===== src/rtl/sfr_pkg.sv =====
// types and constants shared by the serial frame receiver
`default_nettype none

package sfr_pkg;

    typedef enum logic [2:0] {
        PH_IDLE = 3'd0,
        PH_HDR2 = 3'd1,
        PH_ADDR = 3'd2,
        PH_CMD  = 3'd3,
        PH_RESP = 3'd4,
        PH_DATA = 3'd5
    } phase_t;

    typedef enum logic {
        OP_BYTE = 1'b0,
        OP_TICK = 1'b1
    } op_t;

    localparam logic [1:0] HIT_NONE   = 2'd0;
    localparam logic [1:0] HIT_FIRST  = 2'd1;
    localparam logic [1:0] HIT_SECOND = 2'd2;

    localparam logic [2:0] REG_FIRST_HEADER  = 3'd0;
    localparam logic [2:0] REG_SECOND_HEADER = 3'd1;
    localparam logic [2:0] REG_OWN_ADDRESS   = 3'd2;
    localparam logic [2:0] REG_END_MARKER    = 3'd3;
    localparam logic [2:0] REG_IDLE_TICKS    = 3'd4;
    localparam logic [2:0] REG_FRAME_LIMIT   = 3'd5;
    localparam logic [2:0] REG_CODE_FIRST    = 3'd6;
    localparam logic [2:0] REG_CODE_SECOND   = 3'd7;

    localparam int CFG_INDEX_W = 3;
    localparam int CFG_DATA_W  = 15;
    localparam int COUNT_W     = 6;
    localparam int TIMER_W     = 15;

    localparam logic [TIMER_W-1:0] IDLE_TICKS_RST  = 15'd5;
    localparam logic [COUNT_W-1:0] FRAME_LIMIT_RST = 6'd20;
    localparam logic [7:0]         CODE_FIRST_RST  = 8'h3E;
    localparam logic [7:0]         CODE_SECOND_RST = 8'h41;

    typedef struct packed {
        logic       operation;
        logic [7:0] rx_value;
    } in_word_t;

    typedef struct packed {
        logic [2:0]         phase;
        logic [COUNT_W-1:0] position;
        logic [1:0]         command_hit;
        logic               frame_done;
        logic               restarted;
    } out_word_t;

endpackage

`default_nettype wire


===== src/rtl/serial_frame_receiver_with_timeout.sv =====
// serial frame receiver: header, address and command tracking with inter-byte timeout
//
// Input channel (in_valid / in_stall / in_word) carries one word per item: a
// received byte or one timer tick. Each accepted word produces exactly one
// result word on the output channel (out_valid / out_stall / out_word) giving
// the frame phase and byte position after the word, a command hit code, an
// end-of-frame flag and a restart flag for a byte that arrived after timeout.
// The result is registered: an accepted word loads the result register at that
// edge. Throughput is one word per cycle unless a result waits under out_stall;
// the whole update is one pass of compares and a countdown decrement between
// the input and the result register. The result register doubles as the skid
// stage: a new word is taken whenever the result register is empty or is being
// drained, so in_stall is high only while a result waits and out_stall is high.
// Configuration writes (cfg_en / cfg_index / cfg_data) take effect at the
// edge and are meant for idle periods only.
// Reset clears the frame state, countdown, expired flag and output valid, and
// loads the register defaults (idle ticks 5, limit 20, codes 0x3E and 0x41).
`default_nettype none

module serial_frame_receiver_with_timeout (
    input  wire                                  clk,
    input  wire                                  rst_n,
    input  wire                                  in_valid,
    output logic                                 in_stall,
    input  wire  sfr_pkg::in_word_t              in_word,
    output logic                                 out_valid,
    input  wire                                  out_stall,
    output sfr_pkg::out_word_t                   out_word,
    input  wire                                  cfg_en,
    input  wire  [sfr_pkg::CFG_INDEX_W-1:0]      cfg_index,
    input  wire  [sfr_pkg::CFG_DATA_W-1:0]       cfg_data
);
    import sfr_pkg::*;

    // configuration
    logic [7:0]         first_header_reg;
    logic [7:0]         second_header_reg;
    logic [7:0]         own_address_reg;
    logic [7:0]         end_marker_reg;
    logic [TIMER_W-1:0] idle_ticks_reg;
    logic [COUNT_W-1:0] frame_limit_reg;
    logic [7:0]         code_first_reg;
    logic [7:0]         code_second_reg;

    // frame state
    phase_t             phase_reg, phase_next;
    logic [COUNT_W-1:0] count_reg, count_next;
    logic [TIMER_W-1:0] countdown_reg, countdown_next;
    logic               expired_reg, expired_next;

    // result stage
    logic               out_valid_reg, out_valid_next;
    out_word_t          out_word_reg, out_word_next;

    logic               accept;
    logic [1:0]         hit;
    logic               done;
    logic               restart;
    phase_t             phase_start;
    logic [COUNT_W-1:0] count_inc;

    assign in_stall = out_valid_reg && out_stall;
    assign accept   = in_valid && !in_stall;

    always_ff @(posedge clk or negedge rst_n)
    begin
        if (!rst_n)
        begin
            first_header_reg  <= '0;
            second_header_reg <= '0;
            own_address_reg   <= '0;
            end_marker_reg    <= '0;
            idle_ticks_reg    <= IDLE_TICKS_RST;
            frame_limit_reg   <= FRAME_LIMIT_RST;
            code_first_reg    <= CODE_FIRST_RST;
            code_second_reg   <= CODE_SECOND_RST;
        end
        else if (cfg_en)
        begin
            case (cfg_index)
                REG_FIRST_HEADER:  first_header_reg  <= cfg_data[7:0];
                REG_SECOND_HEADER: second_header_reg <= cfg_data[7:0];
                REG_OWN_ADDRESS:   own_address_reg   <= cfg_data[7:0];
                REG_END_MARKER:    end_marker_reg    <= cfg_data[7:0];
                REG_IDLE_TICKS:    idle_ticks_reg    <= cfg_data[TIMER_W-1:0];
                REG_FRAME_LIMIT:   frame_limit_reg   <= cfg_data[COUNT_W-1:0];
                REG_CODE_FIRST:    code_first_reg    <= cfg_data[7:0];
                REG_CODE_SECOND:   code_second_reg   <= cfg_data[7:0];
                default:           ;
            endcase
        end
    end

    always_comb
    begin
        phase_next     = phase_reg;
        count_next     = count_reg;
        countdown_next = countdown_reg;
        expired_next   = expired_reg;
        hit            = HIT_NONE;
        done           = 1'b0;
        restart        = 1'b0;
        phase_start    = phase_reg;
        count_inc      = '0;

        if (in_word.operation == OP_TICK)
        begin
            if (countdown_reg != '0)
            begin
                countdown_next = countdown_reg - 1'b1;
                if (countdown_reg == TIMER_W'(1))
                    expired_next = 1'b1;
            end
        end
        else
        begin
            // a byte after timeout starts over from idle
            if (expired_reg)
            begin
                expired_next = 1'b0;
                phase_start  = PH_IDLE;
                restart      = 1'b1;
            end
            count_inc      = (phase_start == PH_IDLE) ? COUNT_W'(1) : count_reg + 1'b1;
            count_next     = count_inc;
            countdown_next = idle_ticks_reg;
            phase_next     = phase_start;

            case (phase_start)
                PH_IDLE:
                begin
                    if (in_word.rx_value == first_header_reg)
                        phase_next = PH_HDR2;
                end
                PH_HDR2:
                    phase_next = (in_word.rx_value == second_header_reg) ? PH_ADDR : PH_IDLE;
                PH_ADDR:
                    phase_next = (in_word.rx_value == own_address_reg) ? PH_CMD : PH_IDLE;
                PH_CMD:
                begin
                    phase_next = PH_RESP;
                    if (in_word.rx_value == code_first_reg)
                        hit = HIT_FIRST;
                    else if (in_word.rx_value == code_second_reg)
                        hit = HIT_SECOND;
                end
                PH_RESP:
                    phase_next = PH_DATA;
                PH_DATA:
                begin
                    if (in_word.rx_value == end_marker_reg || count_inc >= frame_limit_reg)
                    begin
                        phase_next = PH_IDLE;
                        done       = 1'b1;
                    end
                end
                default:
                    phase_next = PH_IDLE;
            endcase
        end

        out_word_next.phase       = phase_next;
        out_word_next.position    = count_next;
        out_word_next.command_hit = hit;
        out_word_next.frame_done  = done;
        out_word_next.restarted   = restart;

        if (accept)
            out_valid_next = 1'b1;
        else
            out_valid_next = out_valid_reg && out_stall;
    end

    always_ff @(posedge clk or negedge rst_n)
    begin
        if (!rst_n)
        begin
            phase_reg     <= PH_IDLE;
            count_reg     <= '0;
            countdown_reg <= '0;
            expired_reg   <= 1'b0;
            out_valid_reg <= 1'b0;
        end
        else
        begin
            out_valid_reg <= out_valid_next;
            if (accept)
            begin
                phase_reg     <= phase_next;
                count_reg     <= count_next;
                countdown_reg <= countdown_next;
                expired_reg   <= expired_next;
            end
        end
    end

    always_ff @(posedge clk)
    begin
        if (accept)
            out_word_reg <= out_word_next;
    end

    assign out_valid = out_valid_reg;
    assign out_word  = out_word_reg;

    // expired flag only ever stands with an empty countdown
    a_expired_empty: assert property (@(posedge clk) disable iff (!rst_n)
        expired_reg |-> countdown_reg == '0)
        else $error("expired flag set with countdown running");

    // a restarting byte is always the first byte of a new attempt
    a_restart_first: assert property (@(posedge clk) disable iff (!rst_n)
        (out_valid_reg && out_word_reg.restarted) |->
            (out_word_reg.position == COUNT_W'(1)
             && (out_word_reg.phase == PH_IDLE || out_word_reg.phase == PH_HDR2)))
        else $error("restart result not at frame start");

    // a command hit only comes from the fourth byte of a frame
    a_hit_pos: assert property (@(posedge clk) disable iff (!rst_n)
        (out_valid_reg && out_word_reg.command_hit != HIT_NONE) |->
            (out_word_reg.phase == PH_RESP && out_word_reg.position == COUNT_W'(4)))
        else $error("command hit outside command byte");

    // end of frame always returns to idle
    a_done_idle: assert property (@(posedge clk) disable iff (!rst_n)
        (out_valid_reg && out_word_reg.frame_done) |-> out_word_reg.phase == PH_IDLE)
        else $error("frame done without return to idle");

endmodule

`default_nettype wire


===== config.mk =====
export PLATFORM = sky130hd
export DESIGN_NAME = serial_frame_receiver_with_timeout
export DESIGN_NICKNAME = d
export VERILOG_FILES = /design/src/rtl/sfr_pkg.sv /design/src/rtl/serial_frame_receiver_with_timeout.sv
export SDC_FILE = /design/constraint.sdc
export NUM_CORES = 1
export LEC_CHECK = 0
export BUFFER_PORTS_ARGS = -buffer_cell sky130_fd_sc_hd__buf_2
export CORE_AREA = 3 3 127 80
export DETAILED_ROUTE_END_ITERATION = 16
export DIE_AREA = 0 0 130 83
export HOLD_SLACK_MARGIN = 0.03
export PLACE_DENSITY = 0.8
export SYNTH_ARGS = -nofsm -noshare
export SYNTH_HDL_FRONTEND = slang
export SYNTH_SLANG_ARGS = --single-unit

===== constraint.sdc =====
create_clock -name clk -period 3.4 [get_ports clk]
set_input_delay 0.51 -clock clk [delete_from_list [all_inputs] [get_ports clk]]
set_output_delay 0.51 -clock clk [all_outputs]
set_load 0.1 [all_outputs]

==> impl_summary.md <==
Die
The number of primary I/O pins is 47. The floorplan step set the die width to approximately 130 µm. The core region is 9090 µm².

The starting utilization of the core area is 59.6%. The die covers about 11,000 µm². In this run the core area contains 27 standard-cell rows. The floorplan step set the die height to 83 µm.

Final layout
The area added between synthesis and finish is 11.5%. The leading cell type in the layout, fill and taps excluded is sky130_fd_sc_hd__dfrtp_1. The count of placed standard cells in the final layout, fillers left out is 630. Fill cells in the final layout number slightly below 700. The fraction of layout cells with a size suffix above 1 is 30.9%. In the layout the commonest cells are sky130_fd_sc_hd__dfrtp_1 (84), sky130_fd_sc_hd__mux2_2 (70), sky130_fd_sc_hd__buf_2 (45). The count of inserted antenna diode cells is 0. The post-layout net count is 550.

Timing
Headroom to the max-slew limit came out at between 40% and 50%. The final-report setup violation count is 0. The final max-slew violation count was 0. The time the final worst path needs with I/O delays and setup is about 2600 ps. The final critical path takes up 77.6% of the cycle. Summed over all failing endpoints, the final setup total negative slack is 0 ps.

For the pin with the worst max-slew slack, the measured transition is roughly 870 ps. Based on the critical path, the design can be clocked at up to about 380 MHz. The final count of hold timing violations is 0. Across the routed clock network, the largest skew measured is 8.73 ps. Setup repair after global routing left no endpoint under its margin.

Synth
The synthesized area per cell is 11.5 µm². When the netlist entered floorplanning its net count stood at approximately 510. Counting flops with a built-in enable in the synthesized netlist gives 13. The yosys synthesis warning count is 0.

Synthesis handed over a netlist of 471 instances. Counting flops and latches in the post-synthesis netlist gives roughly 110. The netlist uses 51 different library cells. The share of synthesized area occupied by flip-flops and latches is 51.4%. The most used flip-flop cell after synthesis is sky130_fd_sc_hd__dfrtp_1. The share of flip-flops with an asynchronous set or reset after synthesis is a little under 90%. The cell area after technology mapping is 5410 µm².

GRT
The first global-routing pass estimated about 20,000 µm of wire. The global-route met3 utilization is 6.43%. The number of global-route vias before repair is about 3.8k. After global routing, the most crowded layer is met1.

In the global route stage, met1 resource usage came out at 35.6%. The total overflow reported by the global router is 0. Global routing consumed, over all layers together, approximately a quarter of the routing resources. The pin count of the biggest net entering global routing is 52. The initial antenna violation count came to 0. Global routing used 34.5% of the available met2 tracks.

Clocking
The clock passes through at most 2 buffers. The clock tree from TritonCTS is yes. The clock edge transition at the registers on the reported setup and hold paths is 70 ps.

The CTS sink count is 108. Post-CTS timing repair inserted 0 buffers for setup. Buffers inserted to repair hold after CTS numbered 0. The clock latency on the worst-skew pair is 360 ps. The number of cells upsized or downsized after cts is 0. The cell sitting at the root of the clock tree is a sky130_fd_sc_hd__clkbuf_16. In this run the number of H-tree levels came out at 3.

TritonCTS created 9 clock buffers.

Setup path
STA classifies the critical path startpoint as a register. The biggest fanout along the worst timing path is 8. By startpoint and endpoint, the worst setup path is classified as reg2reg. The sort of element at the end of the critical path is a register. The critical path arrival is 2820 ps. Data on the critical path is required at its endpoint by 3590 ps.

Routing
The DRC violation count after routing is 0. The number of vias after detailed routing is ~3.8k. The routed length per placed instance is 19.1 µm. In this run the remaining antenna-violating nets after routing total 0. Dividing the detail-routed via count by the number of cells gives 6.05. The count of TritonRoute iterations in the first routing pass is 5. The iteration-0 DRC count of the detailed router is a little over 300. Wires add up to 12,000 µm.

Status
The run finished with clean final reports.

Placement
The number of cells in the design after placement is 614. Port buffering added 46 buffers. The wire-length estimate of the detail-placed layout is 8540 µm. The congestion estimate from routability-driven global placement came to 0.872.

Run
Max-cap violations in this run came to 0.

Power and ir drop
The cell area power density is 655 nW/µm². IR analysis of the VDD net gives a maximum drop of between 0.0002 and 0.0003 V. The leakage power total is 2.52 nW.

Min path
The worst hold path belongs to the class in2async.
## worst paths after layout
kind | startpoint | to | slack, ps | cells after the start
max in group asynchronous | rst_n | code_second_reg[6] | 2410 | 2
max | phase_reg[0] | out_word[10] | 760 | 9
min reg2reg | idle_ticks_reg[14] | countdown_reg[14] | 480 | 2
max reg2reg | phase_reg[0] | out_word[10] | 760 | 9
min in group clk | in_valid | out_valid | 370 | 2
min | rst_n | count_reg[3] | 170 | 1
## critical path: stages (launching register included)
cell                       delay (ps)
sky130_fd_sc_hd__dfrtp_1          480
sky130_fd_sc_hd__nor3_1           110
sky130_fd_sc_hd__or2_2            340
sky130_fd_sc_hd__nor2_1           170
sky130_fd_sc_hd__ha_1             270
sky130_fd_sc_hd__a211oi_1         210
sky130_fd_sc_hd__nor2_1            70
sky130_fd_sc_hd__nor4_1           440
sky130_fd_sc_hd__a21oi_1          170
sky130_fd_sc_hd__o21ai_0          200
## synth_stat cells (2+ instances only)
cell type	n	area share, %
sky130_fd_sc_hd__mux2_2	70	15
sky130_fd_sc_hd__o31ai_1	4	0.55
sky130_fd_sc_hd__a21oi_1	14	1.3
sky130_fd_sc_hd__nor2_1	27	1.9
sky130_fd_sc_hd__or3b_1	2	0.32
sky130_fd_sc_hd__mux2i_1	3	0.55
sky130_fd_sc_hd__o21ai_0	20	1.8
sky130_fd_sc_hd__nor3b_2	2	0.46
sky130_fd_sc_hd__ha_1	9	2.1
sky130_fd_sc_hd__clkbuf_1	12	0.83
sky130_fd_sc_hd__inv_1	13	0.90
sky130_fd_sc_hd__nor2b_1	2	0.23
sky130_fd_sc_hd__a221o_1	2	0.37
sky130_fd_sc_hd__nand2_1	34	2.4
sky130_fd_sc_hd__and2_1	2	0.23
sky130_fd_sc_hd__or3_1	4	0.46
sky130_fd_sc_hd__nand2b_1	5	0.58
sky130_fd_sc_hd__nor4_1	8	0.92
sky130_fd_sc_hd__xnor2_1	35	5.7
sky130_fd_sc_hd__or4_1	2	0.28
sky130_fd_sc_hd__o41ai_1	2	0.32
sky130_fd_sc_hd__nor3_1	10	0.92
sky130_fd_sc_hd__o32ai_1	2	0.32
sky130_fd_sc_hd__nand3_1	12	1.1
sky130_fd_sc_hd__edfxtp_1	13	7.2
sky130_fd_sc_hd__o22ai_1	4	0.46
sky130_fd_sc_hd__nand4b_1	3	0.49
sky130_fd_sc_hd__nand4_1	11	1.3
sky130_fd_sc_hd__dfstp_2	11	5.3
sky130_fd_sc_hd__buf_2	12	1.1
sky130_fd_sc_hd__xor2_1	17	2.8
sky130_fd_sc_hd__dfrtp_1	84	39
sky130_fd_sc_hd__a211oi_1	2	0.28
## report_power, final
group | total (mW) | switching (mW) | internal, mW
combinational | 1.03 | 0.593 | 0.434
sequential | 1.85 | 0.235 | 1.61
clock | 1.08 | 0.474 | 0.601
total | 3.95 | 1.30 | 2.65
## area by class of cell
cell class                      count  area, µm²  share of cell area [%]
Tap cell                          116        145                    2.40
Clock inverter                      5       65.1                    1.08
Inverter                           14       52.6                   0.870
Timing Repair Buffer               51        270                    4.48
Sequential cell                   108       2780                    46.1
Clock buffer                       11        243                    4.02
Multi-Input combinational cell    325       2480                    41.1
## layer usage
metal	vias to the layer above	share of wire (%)
met4	0	1.4
met2	132	44
li1	1753	-
met5	-	0
met3	20	7.5
met1	1909	47
## logic make-up (layout without fill, tap and decap cells)
group,Yosys count,count (layout),share of synthesized area (%)
buffers and inverters,38,81,2.91
adders and majority gates,9,9,2.08
DFF,108,108,51.4
xor gates and xnor gates,52,52,8.41
muxes,73,73,15.1
AOI/OAI and AO/OA,59,59,6.98
and+or+nand+nor,132,132,13.1
## through the flow
step	hold slack [ps]	setup WS (ps)	power [mW]	utilization, %	area [µm²]
6_report	172	763	3.95	66.4	6040
2_1_floorplan	214	1060	2.61	-	5410
3_5_place_dp	465	852	2.89	63.0	5730
5_1_grt	230	536	4.17	66.4	6040
3_3_place_gp	464	992	2.83	63.0	5730
4_1_cts	204	841	3.98	66.4	6040
No activity file was read; power rests on OpenSTA's default activity.
